`src/hdl/ihc_pkg.sv`:
```
// shared types and constants for the ipv4 l4 header classifier
package ihc_pkg;

  localparam int OFF_W = 16;
  localparam int MAX_FRAME_BYTES_DEF = 65535;

  typedef logic [OFF_W-1:0] off_t;

  localparam off_t ETH_HDR_BYTES   = 16'd14;
  localparam off_t ETHTYPE_HI_OFF  = 16'd12;
  localparam off_t ETHTYPE_LO_OFF  = 16'd13;
  localparam off_t IHL_OFF         = 16'd14;
  localparam off_t PROTO_OFF       = 16'd23;
  localparam off_t IPV4_MIN_END    = 16'd34;
  localparam off_t UDP_LEN_HI_REL  = 16'd4;
  localparam off_t UDP_LEN_LO_REL  = 16'd5;
  localparam off_t TCP_DOFF_REL    = 16'd12;
  localparam off_t ICMP_HDR_BYTES  = 16'd8;
  localparam off_t UDP_HDR_BYTES   = 16'd8;
  localparam off_t TCP_MIN_BYTES   = 16'd20;

  localparam logic [15:0] ETHERTYPE_IPV4 = 16'h0800;
  localparam logic [3:0]  IHL_MIN        = 4'd5;
  localparam logic [15:0] UDP_LEN_MIN    = 16'd8;

  typedef enum logic [7:0] {
    PROTO_ICMP = 8'd1,
    PROTO_TCP  = 8'd6,
    PROTO_UDP  = 8'd17
  } proto_code_t;

  typedef enum logic [1:0] {
    ST_OK    = 2'd0,
    ST_BAD   = 2'd1,
    ST_UNSUP = 2'd2
  } status_t;

  typedef struct packed {
    off_t        len;
    logic [15:0] ether_type;
    logic [3:0]  header_words;
    logic [7:0]  proto_seen;
    logic [7:0]  type_seen;
    logic [3:0]  data_offset_words;
    logic [15:0] udp_length_field;
  } hdr_snap_t;

endpackage

```
`src/hdl/ipv4_l4_header_classifier_unit.sv`:
```
// top level of the ethernet / ipv4 / l4 header classifier
// Takes one frame byte per cycle while in_tready is high, with in_tlast on the final
// byte; each final byte yields one result item, which passes through the input
// register, the end-of-frame snapshot and the result register. in_tready
// drops only while a final byte waits behind a snapshot that the result side
// has not yet taken, which happens when out_tready is held low.
// Bytes that are not last produce nothing. out_tuser carries the status
// (ok, bad or short header, unsupported) and the other result fields sit in
// out_tdata; they are zero unless the status is ok. Frame length counting
// saturates at MAX_FRAME_BYTES, after which further bytes are not inspected.
module ipv4_l4_header_classifier_unit #(
  parameter int MAX_FRAME_BYTES = ihc_pkg::MAX_FRAME_BYTES_DEF
) (
  input  logic        clk,
  input  logic        rst_n,
  input  logic        in_tvalid,
  output logic        in_tready,
  input  logic [7:0]  in_tdata,   // [7:0] frame_byte
  input  logic        in_tlast,
  output logic        out_tvalid,
  input  logic        out_tready,
  output logic [47:0] out_tdata,  // [7:0] l4_protocol, [13:8] ip_header_len,
                                  // [21:14] icmp_type, [27:22] tcp_header_len,
                                  // [43:28] udp_payload_len, [47:44] zero
  output logic [1:0]  out_tuser   // [1:0] status
);

  logic               snap_valid;
  logic               snap_ready;
  ihc_pkg::hdr_snap_t snap;
  logic [7:0]         l4_protocol;
  logic [5:0]         ip_header_len;
  logic [7:0]         icmp_type;
  logic [5:0]         tcp_header_len;
  logic [15:0]        udp_payload_len;

  ihc_capture #(
    .MAX_FRAME_BYTES(MAX_FRAME_BYTES)
  ) u_capture (
    .clk        (clk),
    .rst_n      (rst_n),
    .in_tvalid  (in_tvalid),
    .in_tready  (in_tready),
    .in_byte    (in_tdata),
    .in_last    (in_tlast),
    .snap_valid (snap_valid),
    .snap_ready (snap_ready),
    .snap       (snap)
  );

  ihc_classify u_classify (
    .clk                 (clk),
    .rst_n               (rst_n),
    .snap_valid          (snap_valid),
    .snap_ready          (snap_ready),
    .snap                (snap),
    .out_valid           (out_tvalid),
    .out_ready           (out_tready),
    .out_status          (out_tuser),
    .out_l4_protocol     (l4_protocol),
    .out_ip_header_len   (ip_header_len),
    .out_icmp_type       (icmp_type),
    .out_tcp_header_len  (tcp_header_len),
    .out_udp_payload_len (udp_payload_len)
  );

  assign out_tdata = {4'b0000, udp_payload_len, tcp_header_len, icmp_type,
                      ip_header_len, l4_protocol};

endmodule

```
`src/hdl/ihc_capture.sv`:
```
// input register, per-frame header capture and end-of-frame snapshot
module ihc_capture #(
  parameter int MAX_FRAME_BYTES = ihc_pkg::MAX_FRAME_BYTES_DEF
) (
  input  logic              clk,
  input  logic              rst_n,
  input  logic              in_tvalid,
  output logic              in_tready,
  input  logic [7:0]        in_byte,
  input  logic              in_last,
  output logic              snap_valid,
  input  logic              snap_ready,
  output ihc_pkg::hdr_snap_t snap
);

  localparam ihc_pkg::off_t MAX_OFF = ihc_pkg::OFF_W'(MAX_FRAME_BYTES);

  logic          s1_valid_r;
  logic [7:0]    s1_byte_r;
  logic          s1_last_r;
  logic          s1_go;
  logic          s2_valid_r;
  logic          s2_free;

  ihc_pkg::off_t off_r, off_nxt;
  logic [15:0]   ether_r, ether_nxt;
  logic [3:0]    ihl_r, ihl_nxt;
  logic [7:0]    proto_r, proto_nxt;
  logic [7:0]    type_r, type_nxt;
  logic [3:0]    doff_r, doff_nxt;
  logic [15:0]   udpl_r, udpl_nxt;
  ihc_pkg::off_t len;
  ihc_pkg::off_t l4_off;

  ihc_pkg::hdr_snap_t snap_r;

  assign s2_free   = !s2_valid_r || snap_ready;
  assign s1_go     = s1_valid_r && (!s1_last_r || s2_free);
  assign in_tready = !s1_valid_r || s1_go;

  assign l4_off = ihc_pkg::ETH_HDR_BYTES + ihc_pkg::OFF_W'({ihl_r, 2'b00});

  always_comb begin
    off_nxt   = off_r;
    ether_nxt = ether_r;
    ihl_nxt   = ihl_r;
    proto_nxt = proto_r;
    type_nxt  = type_r;
    doff_nxt  = doff_r;
    udpl_nxt  = udpl_r;
    len       = MAX_OFF;
    if (off_r < MAX_OFF) begin
      if (off_r == ihc_pkg::ETHTYPE_HI_OFF) ether_nxt[15:8] = s1_byte_r;
      if (off_r == ihc_pkg::ETHTYPE_LO_OFF) ether_nxt[7:0]  = s1_byte_r;
      if (off_r == ihc_pkg::IHL_OFF)        ihl_nxt         = s1_byte_r[3:0];
      if (off_r == ihc_pkg::PROTO_OFF)      proto_nxt       = s1_byte_r;
      if (off_r > ihc_pkg::IHL_OFF) begin
        if (off_r == l4_off)                             type_nxt        = s1_byte_r;
        if (off_r == l4_off + ihc_pkg::UDP_LEN_HI_REL)   udpl_nxt[15:8]  = s1_byte_r;
        if (off_r == l4_off + ihc_pkg::UDP_LEN_LO_REL)   udpl_nxt[7:0]   = s1_byte_r;
        if (off_r == l4_off + ihc_pkg::TCP_DOFF_REL)     doff_nxt        = s1_byte_r[7:4];
      end
      len     = off_r + ihc_pkg::OFF_W'(1);
      off_nxt = len;
    end
  end

  always_ff @(posedge clk) begin
    if (!rst_n) begin
      s1_valid_r <= 1'b0;
    end else if (in_tready) begin
      s1_valid_r <= in_tvalid;
    end
    if (in_tvalid && in_tready) begin
      s1_byte_r <= in_byte;
      s1_last_r <= in_last;
    end
  end

  always_ff @(posedge clk) begin
    if (!rst_n) begin
      off_r   <= '0;
      ether_r <= '0;
      ihl_r   <= '0;
      proto_r <= '0;
      type_r  <= '0;
      doff_r  <= '0;
      udpl_r  <= '0;
    end else if (s1_go) begin
      if (s1_last_r) begin
        off_r   <= '0;
        ether_r <= '0;
        ihl_r   <= '0;
        proto_r <= '0;
        type_r  <= '0;
        doff_r  <= '0;
        udpl_r  <= '0;
      end else begin
        off_r   <= off_nxt;
        ether_r <= ether_nxt;
        ihl_r   <= ihl_nxt;
        proto_r <= proto_nxt;
        type_r  <= type_nxt;
        doff_r  <= doff_nxt;
        udpl_r  <= udpl_nxt;
      end
    end
  end

  always_ff @(posedge clk) begin
    if (!rst_n) begin
      s2_valid_r <= 1'b0;
    end else if (s2_free) begin
      s2_valid_r <= s1_go && s1_last_r;
    end
    if (s2_free && s1_go && s1_last_r) begin
      snap_r.len               <= len;
      snap_r.ether_type        <= ether_nxt;
      snap_r.header_words      <= ihl_nxt;
      snap_r.proto_seen        <= proto_nxt;
      snap_r.type_seen         <= type_nxt;
      snap_r.data_offset_words <= doff_nxt;
      snap_r.udp_length_field  <= udpl_nxt;
    end
  end

  assign snap_valid = s2_valid_r;
  assign snap       = snap_r;

endmodule

```
`src/hdl/ihc_classify.sv`:
```
// header length checks and classification into the result register
module ihc_classify (
  input  logic               clk,
  input  logic               rst_n,
  input  logic               snap_valid,
  output logic               snap_ready,
  input  ihc_pkg::hdr_snap_t snap,
  output logic               out_valid,
  input  logic               out_ready,
  output logic [1:0]         out_status,
  output logic [7:0]         out_l4_protocol,
  output logic [5:0]         out_ip_header_len,
  output logic [7:0]         out_icmp_type,
  output logic [5:0]         out_tcp_header_len,
  output logic [15:0]        out_udp_payload_len
);

  logic              out_valid_r;
  ihc_pkg::status_t  status_r, status_nxt;
  logic [7:0]        proto_r, proto_nxt;
  logic [5:0]        iplen_r, iplen_nxt;
  logic [7:0]        icmp_r, icmp_nxt;
  logic [5:0]        tcplen_r, tcplen_nxt;
  logic [15:0]       udppl_r, udppl_nxt;
  ihc_pkg::off_t     l4_off;
  ihc_pkg::off_t     tcp_end;

  assign snap_ready = !out_valid_r || out_ready;

  assign l4_off  = ihc_pkg::ETH_HDR_BYTES + ihc_pkg::OFF_W'({snap.header_words, 2'b00});
  assign tcp_end = l4_off + ihc_pkg::OFF_W'({snap.data_offset_words, 2'b00});

  always_comb begin
    status_nxt = ihc_pkg::ST_BAD;
    proto_nxt  = '0;
    iplen_nxt  = '0;
    icmp_nxt   = '0;
    tcplen_nxt = '0;
    udppl_nxt  = '0;
    priority if (snap.len < ihc_pkg::ETH_HDR_BYTES) begin
      status_nxt = ihc_pkg::ST_BAD;
    end else if (snap.ether_type != ihc_pkg::ETHERTYPE_IPV4) begin
      status_nxt = ihc_pkg::ST_UNSUP;
    end else if (snap.len < ihc_pkg::IPV4_MIN_END || snap.header_words < ihc_pkg::IHL_MIN ||
                 snap.len < l4_off) begin
      status_nxt = ihc_pkg::ST_BAD;
    end else if (snap.proto_seen == ihc_pkg::PROTO_ICMP) begin
      if (snap.len >= l4_off + ihc_pkg::ICMP_HDR_BYTES) begin
        status_nxt = ihc_pkg::ST_OK;
        icmp_nxt   = snap.type_seen;
      end
    end else if (snap.proto_seen == ihc_pkg::PROTO_TCP) begin
      if (snap.len >= l4_off + ihc_pkg::TCP_MIN_BYTES && snap.len >= tcp_end) begin
        status_nxt = ihc_pkg::ST_OK;
        tcplen_nxt = {snap.data_offset_words, 2'b00};
      end
    end else if (snap.proto_seen == ihc_pkg::PROTO_UDP) begin
      if (snap.len >= l4_off + ihc_pkg::UDP_HDR_BYTES &&
          snap.udp_length_field >= ihc_pkg::UDP_LEN_MIN) begin
        status_nxt = ihc_pkg::ST_OK;
        udppl_nxt  = snap.udp_length_field - ihc_pkg::UDP_LEN_MIN;
      end
    end else begin
      status_nxt = ihc_pkg::ST_UNSUP;
    end
    if (status_nxt == ihc_pkg::ST_OK) begin
      proto_nxt = snap.proto_seen;
      iplen_nxt = {snap.header_words, 2'b00};
    end
  end

  always_ff @(posedge clk) begin
    if (!rst_n) begin
      out_valid_r <= 1'b0;
    end else if (snap_ready) begin
      out_valid_r <= snap_valid;
    end
    if (snap_ready && snap_valid) begin
      status_r <= status_nxt;
      proto_r  <= proto_nxt;
      iplen_r  <= iplen_nxt;
      icmp_r   <= icmp_nxt;
      tcplen_r <= tcplen_nxt;
      udppl_r  <= udppl_nxt;
    end
  end

  assign out_valid           = out_valid_r;
  assign out_status          = status_r;
  assign out_l4_protocol     = proto_r;
  assign out_ip_header_len   = iplen_r;
  assign out_icmp_type       = icmp_r;
  assign out_tcp_header_len  = tcplen_r;
  assign out_udp_payload_len = udppl_r;

endmodule

```
`config.mk`:
```
export PLATFORM = sky130hd
export DESIGN_NAME = ipv4_l4_header_classifier_unit
export DESIGN_NICKNAME = d
export VERILOG_FILES = /design/src/hdl/ihc_pkg.sv /design/src/hdl/ipv4_l4_header_classifier_unit.sv /design/src/hdl/ihc_capture.sv /design/src/hdl/ihc_classify.sv
export SDC_FILE = /design/constraint.sdc
export NUM_CORES = 1
export LEC_CHECK = 0
export BUFFER_PORTS_ARGS = -buffer_cell sky130_fd_sc_hd__buf_2
export CAP_MARGIN = 20
export CORE_MARGIN = 1
export CORE_UTILIZATION = 35
export DETAILED_ROUTE_END_ITERATION = 8
export PLACE_DENSITY = 0.53
export SLEW_MARGIN = 20
export SYNTH_ARGS = -nofsm -noshare
export SYNTH_HDL_FRONTEND = slang
export SYNTH_HIERARCHICAL = 1
export SYNTH_SLANG_ARGS = --single-unit
```
`constraint.sdc`:
```
create_clock -name clk -period 8.86 [get_ports clk]
set_input_delay 1.329 -clock clk [delete_from_list [all_inputs] [get_ports clk]]
set_output_delay 1.329 -clock clk [all_outputs]
set_load 0.02 [all_outputs]
```
-- Yosys cells after proc, flatten, opt, wreduce, memory -nomap -nowiden
Index checks and enable logic that the tools add are counted.
- register bits after elaboration: 202
- input port bits: 13
- output and inout port bits: 52
- logic and storage cells: 124
- add/sub/neg operators: 10
- order comparisons: 10
- eq/ne operators: 12
- mux-type cells: 34
- bitwise gates (word level): 6
- reductions and logical operators: 25
- operator list (cell ; count):
    two-way mux 16 bit ; 7
    two-way mux 8 bit ; 11
    equality test 16 bit ; 4
    equality test 16 x 4 -> 1 bit (second input constant) ; 3
    >= comparator 16 bit ; 3
    adder 16 x 3 -> 16 bit (second input constant) ; 2
    adder 16 x 4 -> 16 bit (second input constant) ; 2
    two-way mux 4 bit ; 7
    adder 16 x 1 -> 16 bit (second input constant) ; 1
    adder 16 x 5 -> 16 bit (second input constant) ; 1
    adder 16 x 6 -> 16 bit ; 1
    equality test 16 x 5 -> 1 bit (second input constant) ; 1
    >= comparator 16 x 4 -> 1 bit (second input constant) ; 1
    > comparator 16 x 4 -> 1 bit (second input constant) ; 1
    < comparator 16 bit ; 1
    < comparator 16 bit (second input constant) ; 1
    < comparator 16 x 4 -> 1 bit (second input constant) ; 1
    < comparator 16 x 6 -> 1 bit (second input constant) ; 1
    != test 16 x 12 -> 1 bit (second input constant) ; 1
    subtractor 16 x 4 -> 16 bit (second input constant) ; 1
    adder 4 x 6 -> 7 bit (first input constant) ; 2
    two-way mux 2 bit ; 6
    OR reduction 5 bit ; 2
    equality test 8 x 1 -> 1 bit (second input constant) ; 1
    other kinds (13) ; 35

-- Logic depth before layout (Yosys ltp)
Gate-level depths: netlist of run 1.
- depth in word-level cells: 12
- gate-level depth with buffers: 14
- mapped depth without buffers: 13

-- By module
Netlist of run 1, hierarchy kept.
- by module, submodules not included (module ; instances ; cells each ; area each (um^2) ; seq. area each (um^2)):
    ihc_capture ; 1 ; 643 ; 7274.5 ; 3913.8
    ihc_classify ; 1 ; 273 ; 2972.9 ; 1281.2
    ipv4_l4_header_classifier_unit ; 1 ; 5 ; 33.8 ; 0.0

-- Worst setup path after synthesis of run 1
OpenSTA, ideal clock, no wires.
- path type: input to register
- start point: input out_tready
- end point: register u_capture.snap_r (netlist bit u_capture/snap[0]), enable pin
- library setup time: 0.503 ns
- arrival time: 5.221 ns
- required time: 8.357 ns
- slack: 3.136 ns
- stages on the path: 7
- path buffers: 2
- cell sequence: nand2b_1 -> nor2b_1 -> nand2_1 -> nand2_1 -> clkbuf_1 -> buf_1 -> nor2_1
- word-level cells in the longest chain between the ends: 6
- ends and longest elaborated chain (item ; line ; text):
    from (decl) ; ipv4_l4_header_classifier_unit.sv:21 ; input logic out_tready,
    logical OR 1 bit * ; ihc_classify.sv:28 ; assign snap_ready = !out_valid_r || out_ready;
    logical OR 1 bit * ; ihc_capture.sv:37 ; assign s2_free = !s2_valid_r || snap_ready;
    logical OR 1 bit ; ihc_capture.sv:38 ; assign s1_go = s1_valid_r && (!s1_last_r || s2_free);
    logical AND 1 bit ; ihc_capture.sv:38 ;
    logical AND 1 bit * (2 in series) ; ihc_capture.sv:116 ; if (s2_free && s1_go && s1_last_r) begin
    to (decl) ; ihc_capture.sv:35 ; ihc_pkg::hdr_snap_t snap_r;
Every way passes the cells marked *; elsewhere a longest branch is shown, timed or not.
A chain may end at the register's enable or synchronous reset.

-- Final worst setup path of run 1
- start point: register u_capture.snap_r (netlist bit u_capture/snap[36])
- end point: register u_classify.proto_r[4], in the netlist u_classify/out_l4_protocol[4], data pin
- word-level cells in the longest chain between the ends: 12
- elaborated cells on any way between the ends: 23
- classes of those cells: add/sub (4); order compare (5); mux (9); reduce/logical (5)
- ends and longest elaborated chain (item ; line ; text):
    adder 4 x 6 -> 7 bit ; ihc_classify.sv:30 ; assign l4_off = ihc_pkg::ETH_HDR_BYTES + ihc_pkg::OFF_W'({snap.header_words, 2'b00});
    adder 16 x 4 -> 16 bit ; ihc_classify.sv:48, ihc_classify.sv:58 ;
    >= comparator 16 bit ; ihc_classify.sv:48, ihc_classify.sv:58 ;
    logical AND 1 bit ; ihc_classify.sv:58 ; if (snap.len >= l4_off + ihc_pkg::UDP_HDR_BYTES &&
    two-way mux 1 bit ; ihc_classify.sv:58 ;
    two-way mux 2 bit ; ihc_classify.sv:57 ; end else if (snap.proto_seen == ihc_pkg::PROTO_UDP) begin
    two-way mux 2 bit ; ihc_classify.sv:52 ; end else if (snap.proto_seen == ihc_pkg::PROTO_TCP) begin
    two-way mux 2 bit ; ihc_classify.sv:47 ; end else if (snap.proto_seen == ihc_pkg::PROTO_ICMP) begin
    two-way mux 2 bit * ; ihc_classify.sv:44 ; end else if (snap.len < ihc_pkg::IPV4_MIN_END || snap.header_words < ihc_pkg::IHL_MIN ||
    two-way mux 2 bit * ; ihc_classify.sv:42 ; end else if (snap.ether_type != ihc_pkg::ETHERTYPE_IPV4) begin
    two-way mux 2 bit * ; ihc_classify.sv:40 ; priority if (snap.len < ihc_pkg::ETH_HDR_BYTES) begin
    logical NOT 2 bit * ; ihc_classify.sv:66 ; if (status_nxt == ihc_pkg::ST_OK) begin
    to (signal assigned) ; ihc_classify.sv:80 ; proto_r <= proto_nxt;
    to (decl) ; ihc_classify.sv:20 ; logic [7:0] proto_r, proto_nxt;
Marks and branches as above.

==> results_dict.tcl, run 1 <==
set metrics [dict create \
    vias 7023 \
    cts_tree "done" \
    drc 0 \
    outcome "finished, final reports clean" \
    power_density_nw_per_um2 164.3 \
    clk_latency_ps 440 \
    gp_congestion 0.8605 \
    h-tree-depth 4 \
    die_y_um 173.1 \
    dpl.hpwl_um 15630 \
    rsz0062_at_grt "false" \
    die_w_um 173.1 \
    grt_pass1_vias 6463 \
    setup_viol 0 \
    fin_crit_sh_pct 40.30 \
    min_path_type "reg -> reg" \
    cts_hold_buffers 0 \
    critPathKind "reg -> reg" \
    fin_skew_ps 19.68 \
    clkTransAtPathRegs_ps 80 \
    report.final.slew_viol_count 0 \
    cp_cell_sequence "inv_1 > ha_1 > inv_1 > ha_1 > a21o_1 > a21oi_1 > xor2_1 > ha_1 > nand3_1 > o22ai_1 > o2111ai_1 > a22o_1 > a2111oi_4" \
    diodes 0 \
    synth.avg_cell_area_um2 11.15 \
    grt_max_degree 106 \
    antenna_found_initial 0 \
    yosysWarningCount 6 \
    leakagePower_nw 4.070 \
    clockBufferDepth 2 \
    viasPerCell 5.198 \
    slowest_delay_ps 440 \
    dr.pass1.iters 5 \
    postRouteAntennaNets 0 \
    total_power_mw 1.883 \
    postCtsSetupBuffers 0 \
    final_nets 1007 \
    critPathMostFrequentCell "ha_1" \
    max_slew.worst_pin.slew_ps 972.8 \
    ir_worst_vdd_v 0.0001318 \
    setup_tns_ps 0 \
    grt_overflow 0 \
    cts_resized 0 \
    clock-root-buffer "clkbuf_16" \
    crit_fanout 13 \
    instances_no_fill 1351 \
    holdWs_ps 484.9 \
    maxCapViolCount 0 \
    cts_sinks 197 \
    max_clock_freq_mhz 280.0 \
    arrival_ps 3810 \
    initial_core_util_pct 35.61 \
    grt_pass1_wl_um 36860 \
    rows 62 \
    dpl.cell_count 1319 \
    totalWireLength_um 23180 \
    crit_path_start_kind "register" \
    grt_use_total_pct 15.64 \
    post_drt_wl_per_cell_um 17.16 \
    drive_gt1_share_pct 19.44 \
    cts_made_buffers 17 \
    crit_path_top_delay_cell "edfxtp_1" \
    drt_iter0_markers 557 \
    cp.required_ps 9100 \
    core_um2 28780 \
    ios 65 \
    fin_area_um2 11460 \
    slew_headroom_pct 34.84 \
    syn2layout_area_growth_pct 11.83 \
    finalCriticalPeriod_ps 3571 \
    endpoint_kind "register" \
    synthCells 919 \
    syn_area_um2 10250 \
    die_area_um2 29970 \
    place_area_um2 10860 \
    io_buffers 56 \
    hold_violations 0 \
]
[registers in the layout, indices dropped and copies added (netlist names)]
signal                          cells
u_capture/doff_r                    4
u_capture/ether_r                  16
u_capture/ihl_r                     4
u_capture/off_r                    16
u_capture/proto_r                   8
u_capture/s1_byte_r                 8
u_capture/s1_last_r                 1
u_capture/s1_valid_r                1
u_capture/snap                     71
u_capture/snap_valid                1
u_capture/type_r                    8
u_capture/udpl_r                   16
u_classify/out_icmp_type            8
u_classify/out_ip_header_len        4
u_classify/out_l4_protocol          8
u_classify/out_status               2
u_classify/out_tcp_header_len       4
u_classify/out_udp_payload_len     16
u_classify/out_valid                1
[metrics by stage]
stage | worst slack [ps] | utilization (%)
finish | 5289 | 39.82
global route | 5029 | 39.82
CTS | 5271 | 39.82
detailed placement | 5304 | 37.72
global placement | 5382 | 37.72
floorplan | 3179 | -
[critical path: cells and delay by family, from the launching register on]
| family | cells | cell delay, ps |
|---|---|---|
| AOI/OAI and AO/OA | 6 | 1470 |
| adders and majority gates | 3 | 1000 |
| DFF | 1 | 440 |
| buffers and inverters | 2 | 270 |
| xor gates and xnor gates | 1 | 110 |
| and+or+nand+nor | 1 | 80 |
[worst paths after layout]
| check | slack (ps) | end | depth (start not counted) | from |
|---|---|---|---|---|
| hold reg to reg | 480 | u_classify/out_valid | 2 | u_capture/snap_valid |
| setup reg to reg | 5290 | u_classify/out_l4_protocol[4] | 13 | u_capture/snap[36] |
| hold / removal | 480 | u_classify/out_valid | 2 | u_capture/snap_valid |
| setup / recovery | 5290 | u_classify/out_l4_protocol[4] | 13 | u_capture/snap[36] |
[routing by layer]
| layer | routed length [µm] | track usage [%] |
|---|---|---|
| met4 | 306 | 4.277 |
| met2 | 10180 | 22.98 |
| met3 | 683 | 2.814 |
| met1 | 12020 | 23.38 |
| met5 | 0 | 0 |
[area by class of cell]
class,instances,area (µm²)
clock buffer,18,429.2
clock inverter,14,175.2
fill,2779,17320
inverter,33,123.9
multi-input combinational,638,4723
sequential,197,5165
tap,384,480.5
timing repair buffer,67,362.8
[power by group]
group / total [mW] / internal [mW] / switching (mW) / leakage, nW
combinational: 0.0964 / 0.0297 / 0.0668 / 2.02
sequential: 1.00 / 0.983 / 0.0205 / 1.76
clock: 0.783 / 0.387 / 0.396 / 0.293
total: 1.88 / 1.40 / 0.483 / 4.07
[cells in the final DEF (no fill, tap or decap), types with 22 or more instances in the layout]
cell type	count
a21boi_0	23
a22oi_1	36
buf_2	56
dfxtp_1	75
edfxtp_1	122
ha_1	39
inv_1	31
mux2_2	56
nand2_1	59
nand3_1	35
nor2_1	26
nor2b_1	57
nor4_1	24
xnor2_1	22
(Power assumes the default switching activity.)
==> run 2, diff against run 1 <==
- PLACE_DENSITY: 0.53 -> 0.55
- clock period: 8.86 -> 3.2 ns (I/O delays scaled with it)
==> run 2 against run 1 <==
Clock-buffer cell count is 1 lower. Hold slack lost 290 ps. Cell area is 2.9% higher. Core utilization up 1.1 points.
==> results_dict.tcl, run 2 (synthesized netlist as in run 1, its figures left out) <==
set metrics [dict create \
    min_path_type "in -> reg" \
    viasPerCell 5.182 \
    fin_crit_sh_pct 94.69 \
    cts_made_buffers 17 \
    hold_violations 0 \
    totalWireLength_um 23520 \
    cp_cell_sequence "inv_2 > ha_1 > inv_1 > ha_1 > a21o_1 > a21oi_2 > xor2_1 > ha_1 > nand3_1 > o22ai_2 > o2111ai_1 > a22o_1 > buf_12 > a2111oi_4" \
    endpoint_kind "register" \
    crit_path_top_delay_cell "edfxtp_1" \
    core_um2 28780 \
    cp.required_ps 3450 \
    power_density_nw_per_um2 446.3 \
    drc 0 \
    arrival_ps 3280 \
    post_drt_wl_per_cell_um 17.09 \
    total_power_mw 5.262 \
    clkTransAtPathRegs_ps 90 \
    crit_family "compound AO/OA/AOI/OAI gates" \
    grt_pass1_wl_um 37680 \
    antenna_found_initial 0 \
    drt_iter0_markers 453 \
    dr.pass1.iters 5 \
    critPathMostFrequentCell "ha_1" \
    path_buf_inv 3 \
    syn2layout_area_growth_pct 15.06 \
    vias 7130 \
    grt_overflow 0 \
    worst_slack_ps 169.8 \
    clock-root-buffer "clkbuf_16" \
    cts_sinks 197 \
    leakagePower_nw 4.226 \
    clockBufferDepth 2 \
    critPathKind "reg -> reg" \
    pre_cts_slack_ps -55.35 \
    fill_cells 2757 \
    postRouteAntennaNets 0 \
    crit_path_start_kind "register" \
    h-tree-depth 4 \
    setup_viol 0 \
    finalCriticalPeriod_ps 3030 \
    grt_use_total_pct 15.92 \
    crit_fanout 13 \
    slowest_delay_ps 380 \
    layout_common_cells "122 x edfxtp_1, 75 x dfxtp_1, 59 x nand2_1" \
    diodes 0 \
    ir_worst_vdd_v 0.0003619 \
    ios 65 \
    die_w_um 173.1 \
    report.final.slew_viol_count 0 \
    grt_pass1_vias 6686 \
    rows 62 \
    die_area_um2 29970 \
    rsz0062_at_grt "true" \
    dpl.hpwl_um 16120 \
    layout.cells.most_common "edfxtp_1" \
    maxCapViolCount 0 \
    final_nets 1032 \
    holdWs_ps 199.8 \
    initial_core_util_pct 35.61 \
    outcome "finished, final reports clean" \
    cts_tree "done" \
    slew_headroom_pct 34.08 \
    fin_util_pct 40.97 \
    die_y_um 173.1 \
    gp_congestion 0.8707 \
    max_clock_freq_mhz 330.0 \
    io_buffers 56 \
    grt_max_degree 59 \
    drive_gt1_share_pct 22.18 \
    largest_reg_flops 71 \
    fin_skew_ps 20.53 \
    max_slew.worst_pin.slew_ps 988.9 \
    clk_latency_ps 450 \
]
## run 2: changes by cell type in the layout (fill, tap and decap cells not counted), sizes merged
cell    change
buf        +25
clkinv      +3
inv         -2
clkbuf      -1
## run 2: area by class of cell
class                           instances  area, µm²  share of cell area, %
Clock inverter                         15      185.2                  1.571
Clock buffer                           17      425.4                  3.608
Timing Repair Buffer                   92      638.1                  5.412
Multi-Input combinational cell        638       4772                  40.48
Sequential cell                       197       5165                  43.81
Tap cell                              384      480.5                  4.075
Inverter                               33      123.9                  1.051
## run 2: power by group
part / switching (mW) / internal [mW] / total (mW)
combinational: 0.194 / 0.101 / 0.295
clock: 1.11 / 1.07 / 2.19
sequential: 0.0590 / 2.72 / 2.78
total: 1.37 / 3.90 / 5.26
## run 2: per-stage QoR
stage / cells / cell area, µm² / setup TNS, ps
3_5_place_dp: 1342 / 11100 / -441.7
6_report: 1376 / 11790 / 0
3_3_place_gp: 1342 / 11100 / 0
2_1_floorplan: 929 / 10290 / 0
4_1_cts: 1374 / 11710 / -884.7
5_1_grt: 1376 / 11790 / -13.82
## run 2: repair_timing
action                                  CTS  global route
endpoints found under the setup margin   17            20
hold buffers                              0             0
setup buffers                             0             2
resized for setup                         0             9
pin swaps                                 0             4
## run 2: final timing paths
| kind | startpoint | to | slack [ps] | depth (start not counted) |
|---|---|---|---|---|
| worst max-delay path | u_capture/snap[36] | u_classify/out_l4_protocol[4] | 170 | 14 |
| worst max register to register | u_capture/snap[36] | u_classify/out_l4_protocol[4] | 170 | 14 |
| worst min register to register | u_capture/snap_valid | u_classify/out_valid | 480 | 2 |
| worst min-delay path | in_tdata[4] | u_capture/s1_byte_r[4] | 200 | 1 |
## run 2: layer usage
metal | GRT usage [%] | share of wire, %
met1 | 23.00 | 50
met2 | 24.43 | 45
met3 | 2.067 | 3.3
met4 | 5.457 | 2.0
met5 | 0 | 0
